===== config.mk =====
export PLATFORM = sky130hd
export DESIGN_NAME = tslc_query
export DESIGN_NICKNAME = d
export VERILOG_FILES = /design/src/rtl/tslc_pkg.sv /design/src/rtl/tslc_query.sv
export SDC_FILE = /design/constraint.sdc
export NUM_CORES = 2
export LEC_CHECK = 0
export BUFFER_PORTS_ARGS = -buffer_cell sky130_fd_sc_hd__clkbuf_2
export CORE_AREA = 2 2 283 285
export DETAILED_ROUTE_END_ITERATION = 7
export DIE_AREA = 0 0 285 287
export GPL_TIMING_DRIVEN = 0
export HOLD_SLACK_MARGIN = 0.08
export PLACE_DENSITY = 0.9
export SYNTH_ARGS = -nofsm -noshare
export SYNTH_HDL_FRONTEND = slang
export SYNTH_SLANG_ARGS = --single-unit

===== constraint.sdc =====
create_clock -name clk -period 15.7 [get_ports clk]
set_input_delay 1.57 -clock clk [delete_from_list [all_inputs] [get_ports clk]]
set_output_delay 1.57 -clock clk [all_outputs]
set_load 0.03 [all_outputs]

===== src/rtl/tslc_pkg.sv =====
// Shared types and constants for the triangle scanline coverage test.
package tslc_pkg;

  // Default coordinate width of vertices, rows and columns.
  localparam int COORD_BITS_DEF = 16;

  // Number of triangle edges.
  localparam int NUM_EDGES = 3;

  // Configuration register index width and register indexes.
  localparam int CFG_IDX_BITS = 3;
  localparam logic [CFG_IDX_BITS-1:0] REG_A_X = 3'd0;
  localparam logic [CFG_IDX_BITS-1:0] REG_A_Y = 3'd1;
  localparam logic [CFG_IDX_BITS-1:0] REG_B_X = 3'd2;
  localparam logic [CFG_IDX_BITS-1:0] REG_B_Y = 3'd3;
  localparam logic [CFG_IDX_BITS-1:0] REG_C_X = 3'd4;
  localparam logic [CFG_IDX_BITS-1:0] REG_C_Y = 3'd5;

  // Operation code of an input item.
  typedef enum logic {
    OP_ROW   = 1'b0,
    OP_QUERY = 1'b1
  } op_t;

  // Per-edge classification and side flags.
  typedef struct packed {
    logic horiz;   // edge is horizontal
    logic vert;    // edge is vertical
    logic vleft;   // vertical edge: centroid lies left of or on it
    logic sleft;   // sloped edge: centroid lies strictly left of it
    logic hpass;   // horizontal edge: current row is on the centroid side
    logic dy_pos;  // edge runs toward larger y
  } edge_ctl_t;

endpackage


===== src/rtl/tslc_query.sv =====
// Query pipeline: input register, edge product register and result register.
module tslc_query #(
  parameter int COORD_BITS = tslc_pkg::COORD_BITS_DEF
) (
  input  logic                              clk,
  input  logic                              rst_n,
  input  logic                              in_valid,
  output logic                              in_stall,
  input  logic                              in_op,
  input  logic signed [COORD_BITS-1:0]      in_coord,
  output logic                              out_valid,
  input  logic                              out_stall,
  output logic                              out_inside_res,
  output logic                              row_wr,
  output logic signed [COORD_BITS-1:0]      row_val,
  input  logic signed [COORD_BITS-1:0]      vtx_x [tslc_pkg::NUM_EDGES],
  input  logic signed [COORD_BITS:0]        edge_dy [tslc_pkg::NUM_EDGES],
  input  logic signed [2*COORD_BITS+1:0]    row_term [tslc_pkg::NUM_EDGES],
  input  tslc_pkg::edge_ctl_t               edge_ctl [tslc_pkg::NUM_EDGES],
  input  logic                              degen
);
  import tslc_pkg::*;

  localparam int DW = COORD_BITS + 1;      // column offset from a vertex
  localparam int PW = 2 * COORD_BITS + 2;  // column product
  localparam int EW = PW + 1;              // pixel edge function

  logic                         s1_valid_r;
  logic                         s1_op_r;
  logic signed [COORD_BITS-1:0] s1_coord_r;
  logic                         s2_valid_r;
  logic signed [COORD_BITS-1:0] s2_x_r;
  logic signed [PW-1:0]         s2_prod_r [NUM_EDGES];
  logic                         out_valid_r;
  logic                         out_inside_r;
  logic signed [PW-1:0]         prod_nxt [NUM_EDGES];
  logic [NUM_EDGES-1:0]         edge_ok;
  logic                         inside_nxt;
  logic                         out_ready;
  logic                         s2_ready;
  logic                         s1_ready;

  // Each stage moves on when the stage after it is empty or moving on.
  assign out_ready = !out_valid_r || !out_stall;
  assign s2_ready  = !s2_valid_r || out_ready;
  assign s1_ready  = !s1_valid_r || s2_ready;
  assign in_stall  = !s1_ready;

  // A row select takes effect as it leaves the input stage.
  assign row_wr  = s1_valid_r && s2_ready && (s1_op_r == OP_ROW);
  assign row_val = s1_coord_r;

  // Input register.
  always_ff @(posedge clk) begin
    if (!rst_n) begin
      s1_valid_r <= 1'b0;
    end else if (s1_ready) begin
      s1_valid_r <= in_valid;
    end
  end

  always_ff @(posedge clk) begin
    if (s1_ready) begin
      s1_op_r    <= in_op;
      s1_coord_r <= in_coord;
    end
  end

  // Column offset times edge dy, one multiplier per edge.
  always_comb begin
    for (int i = 0; i < NUM_EDGES; i++) begin
      prod_nxt[i] = PW'(DW'(s1_coord_r) - DW'(vtx_x[i])) * PW'(edge_dy[i]);
    end
  end

  // Product register; row selects drop out here.
  always_ff @(posedge clk) begin
    if (!rst_n) begin
      s2_valid_r <= 1'b0;
    end else if (s2_ready) begin
      s2_valid_r <= s1_valid_r && (s1_op_r == OP_QUERY);
    end
  end

  always_ff @(posedge clk) begin
    if (s2_ready) begin
      s2_x_r    <= s1_coord_r;
      s2_prod_r <= prod_nxt;
    end
  end

  // Per-edge side test against the centroid side.
  always_comb begin
    logic signed [EW-1:0] e;
    logic                 le;
    logic                 ge;
    logic                 vok;
    logic                 sok;
    for (int i = 0; i < NUM_EDGES; i++) begin
      e   = EW'(s2_prod_r[i]) - EW'(row_term[i]);
      le  = edge_ctl[i].dy_pos ? (e <= 0) : (e >= 0);
      ge  = edge_ctl[i].dy_pos ? (e >= 0) : (e <= 0);
      sok = edge_ctl[i].sleft ? le : ge;
      vok = edge_ctl[i].vleft ? (s2_x_r <= vtx_x[i]) : (s2_x_r >= vtx_x[i]);
      if (edge_ctl[i].horiz) begin
        edge_ok[i] = edge_ctl[i].hpass;
      end else if (edge_ctl[i].vert) begin
        edge_ok[i] = vok;
      end else begin
        edge_ok[i] = sok;
      end
    end
  end

  assign inside_nxt = !degen && (&edge_ok);

  // Result register.
  always_ff @(posedge clk) begin
    if (!rst_n) begin
      out_valid_r <= 1'b0;
    end else if (out_ready) begin
      out_valid_r <= s2_valid_r;
    end
  end

  always_ff @(posedge clk) begin
    if (out_ready) begin
      out_inside_r <= inside_nxt;
    end
  end

  assign out_valid      = out_valid_r;
  assign out_inside_res = out_inside_r;

endmodule


==> results by group <==
Detailed routing
  – Via/cell ratio: 5.84
  – DR vias: 38,700
  – Wire per inst: 20.6 µm
  – Routed WL: roughly 140,000 µm
  – Drt first pass iters: 6
  – Initial DRC count: approximately 3,400
  – Detail Route Antenna Nets: 0
  – DRC: 0

Synthesis
  – Syn nets: 6,860
  – Mapped cell area: 47,000 µm²
  – Register area share after synthesis: 8.83%
  – Syn. warnings: 0
  – Ys async rst share: 0%
  – Synthesized flop and latch total: 139
  – Multiplexer share of the synthesized area: less than 1%
  – Synthesized instance count: 5,275
  – Avg Cell Area, Syn: 8.90 µm²
  – Top-area cell type share of the netlist area: 38.0%
  – Count leader, synth: inv_1
  – Top post-synthesis cells by count: inv_1, fa_1, nand2_1
  – Synth Area in XOR/XNOR: 2.80%
  – Synth area leader: fa_1
  – Unique masters post-synth: 92
  – Synth Area in Compound Gates: 9.31%
  – Adder-cell area share of the yosys netlist: 50.1%
  – Synth top area cells: fa_1, ha_1, inv_1
  – Largest family of logic cells by synthesized area: adder cells
  – Simple-gate share of the synthesized area: 17.4%
  – Number of synthesized flops with an enable pin: 136
  – Main synth FF type: edfxtp_1

Finish
  – Fillers: 6,204
  – Final net count: 7,135
  – Final Cell Area: 50,200 µm²
  – Area grow syn2layout: 6.96%
  – Layout cells sized above 1: 6.35%

STA
  – RSZ-0062 raised after global routing: no
  – Relative slew slack: 2.25%
  – Final Cycle Share: 74.3%
  – Min Tclk post-route: about 12 ns
  – Slew @ Worst Pin: 1.45 ns
  – Final Setup Violations: 0
  – Final Max Slew Viols: 0
  – Final hold vios: 0
  – Peak Freq: 85.8 MHz
  – Setup_tns: 0 ns
  – Clock skew: 0.0198 ns

Global route
  – Initial antenna violation count: 16
  – Total GRT Usage: 33.9%
  – Vias in the first global route: 40,600
  – First-pass GRT wire length: 214,000 µm
  – Largest net degree at the start of global routing: 85
  – GRT Residual Overflow: 0

Placed design
  – Final HPWL DP: 116,000 µm
  – Placer congestion estimate: approximately 0.99
  – Port bufs: roughly 250
  – Dpl cell area: 49,600 µm²

Clocking
  – Clock sinks: 139
  – H-tree depth: 4
  – CTS Root Cell: clkbuf_16
  – Clk_lat worst skew: 0.52 ns
  – Cts repair resizes: 0
  – Setup Fix Bufs, Post-CTS: 0
  – CTS tree: done
  – Clock edge transition at the registers on the reported setup and hold paths: 0.07 ns
  – CTS Hold Bufs: 0
  – CTS Buf Count: 17
  – Clock Tree Buf Depth: 2

Critical path
  – Largest stage delay, worst path: around 1.1 ns
  – Crit-path max FO: 10
  – Reg2Reg Depth: 36
  – Critical Path Stages: 37
  – RR Startpoint: row_val[1]$_DFFE_PN_
  – Critical Path Start: vtx_x[1]
  – WP data arrival: about 12 ns
  – CP top delay family: adder cells
  – CP Launch Type: input pin
  – Worst setup path endpoint: s2_prod_r[32]$_DFFE_PP_
  – Critical Path End Type: flop
  – Slowest-stage cell, CP: nor3_1
  – Crit-path most repeated cell: fa_1
  – WP data required: 15.94 ns
  – Slack of the worst reg-to-reg path: 4.40 ns
  – R2r endpoint: s2_prod_r[32]$_DFFE_PP_
  – Bufs and invs on worst path: 6
  – Crit Path Class: input pin to flop

Die
  – Core area: 78,600 µm²
  – Initial core utilization: 59.7%
  – Die area: 81,800 µm²
  – Die Span Y: 287 µm
  – IO Pins: 261
  – Die X-Extent: approximately 290 µm
  – Cell Rows: around 100

Run
  – Maxcap violations: 0

Min path
  – Worst Hold Class: flop to flop

Status
  – Status: complete, no violations
==> metrics by stage <==
step | hold slack (ns) | setup WS, ns | std cells | utilization, %
finish | 0.463 | 4.04 | 6626 | 63.9
global route | 0.492 | 3.66 | 6618 | 63.9
global placement | 0.466 | 4.08 | 6579 | 63.0
detailed placement | 0.476 | 3.90 | 6581 | 63.1
floorplan | 0.451 | 5.87 | 5275 | -
CTS | 0.463 | 4.40 | 6613 | 63.8
==> state kept, by name (all words and copies together), names as in the netlist <==
signal and cells:
row_val 16, s1_valid_r 1, s1_op_r 1, s2_prod_r 102
s2_x_r 16, out_valid 1, out_inside_res 1, s2_valid_r 1
==> kinds of logic after synthesis <==
group / after synthesis
AND/OR/NAND/NOR: 1581
AO/OA/AOI/OAI: 657
buffers and inverters: 1387
XOR/XNOR: 150
adder cells (fa/ha/maj): 1344
flip-flops: 139
multiplexers: 17
==> worst min-delay path: stages (launching register included) <==
cell and delay [ns]:
dfxtp_1 0.31, nand2_1 0.05, a21boi_0 0.07
==> worst min-delay path by stage <==
stage                            start                      end  slack (ns)  cells past startpoint
3_5_place_dp   s1_valid_r$_SDFFE_PN0N_  s2_valid_r$_SDFFE_PN0P_        0.48                      2
3_3_place_gp   s1_valid_r$_SDFFE_PN0N_  s2_valid_r$_SDFFE_PN0P_        0.47                      2
6_report       s1_valid_r$_SDFFE_PN0N_  s2_valid_r$_SDFFE_PN0P_        0.46                      2
2_1_floorplan  s2_valid_r$_SDFFE_PN0P_   out_valid$_SDFFE_PN0P_        0.45                      2
4_1_cts        s1_valid_r$_SDFFE_PN0N_  s2_valid_r$_SDFFE_PN0P_        0.46                      2
5_1_grt        s1_valid_r$_SDFFE_PN0N_  s2_valid_r$_SDFFE_PN0P_        0.49                      2
==> cell usage in the layout, fill, tap and decap left out, types with 13 or more instances in the layout <==
cell,n
mux2i_1,13
xor2_1,28
a2111oi_0,15
o31ai_1,14
xnor2_1,122
a21o_1,63
clkbuf_16,17
nand2_1,471
or2_2,14
diode_2,13
edfxtp_1,136
clkbuf_1,136
a21oi_1,163
a21boi_0,26
nand3_1,90
inv_1,1235
a211oi_1,26
o211ai_1,19
nor2_1,190
nor2b_1,144
a31oi_1,32
o21a_1,39
o21bai_1,19
nand2b_1,55
ha_1,452
nand4_1,36
or3_1,25
and2_1,387
nor3_1,59
and3_1,44
clkbuf_2,254
fa_1,892
o21ai_0,116
==> metal layers <==
layer	part of all wire, %	up-vias	wire [µm]	track usage, %
li1	-	17100	-	-
met2	46	2110	63200	54.7
met3	11	493	14500	7.89
met4	5.5	12	7520	17.4
met1	38	19000	51300	43.0
met5	0.057	-	78	0
==> final cells by class <==
| cell class | instances | area [µm²] | share of cell area [%] |
|---|---|---|---|
| diodes | 13 | 32.5 | 0.0648 |
| plain buffers | 151 | 637 | 1.27 |
| clock buffers | 17 | 425 | 0.847 |
| clock inverters | 15 | 186 | 0.371 |
| inverters | 1236 | 4640 | 9.25 |
| multi-input cells | 3749 | 37500 | 74.7 |
| flip-flops and latches | 139 | 4140 | 8.25 |
| well taps | 1050 | 1310 | 2.62 |
| repair buffers | 256 | 1300 | 2.60 |
Power is left out: the tool's default activity adds up to more than one toggle a clock period on the data nets, which glitch-free logic cannot reach.
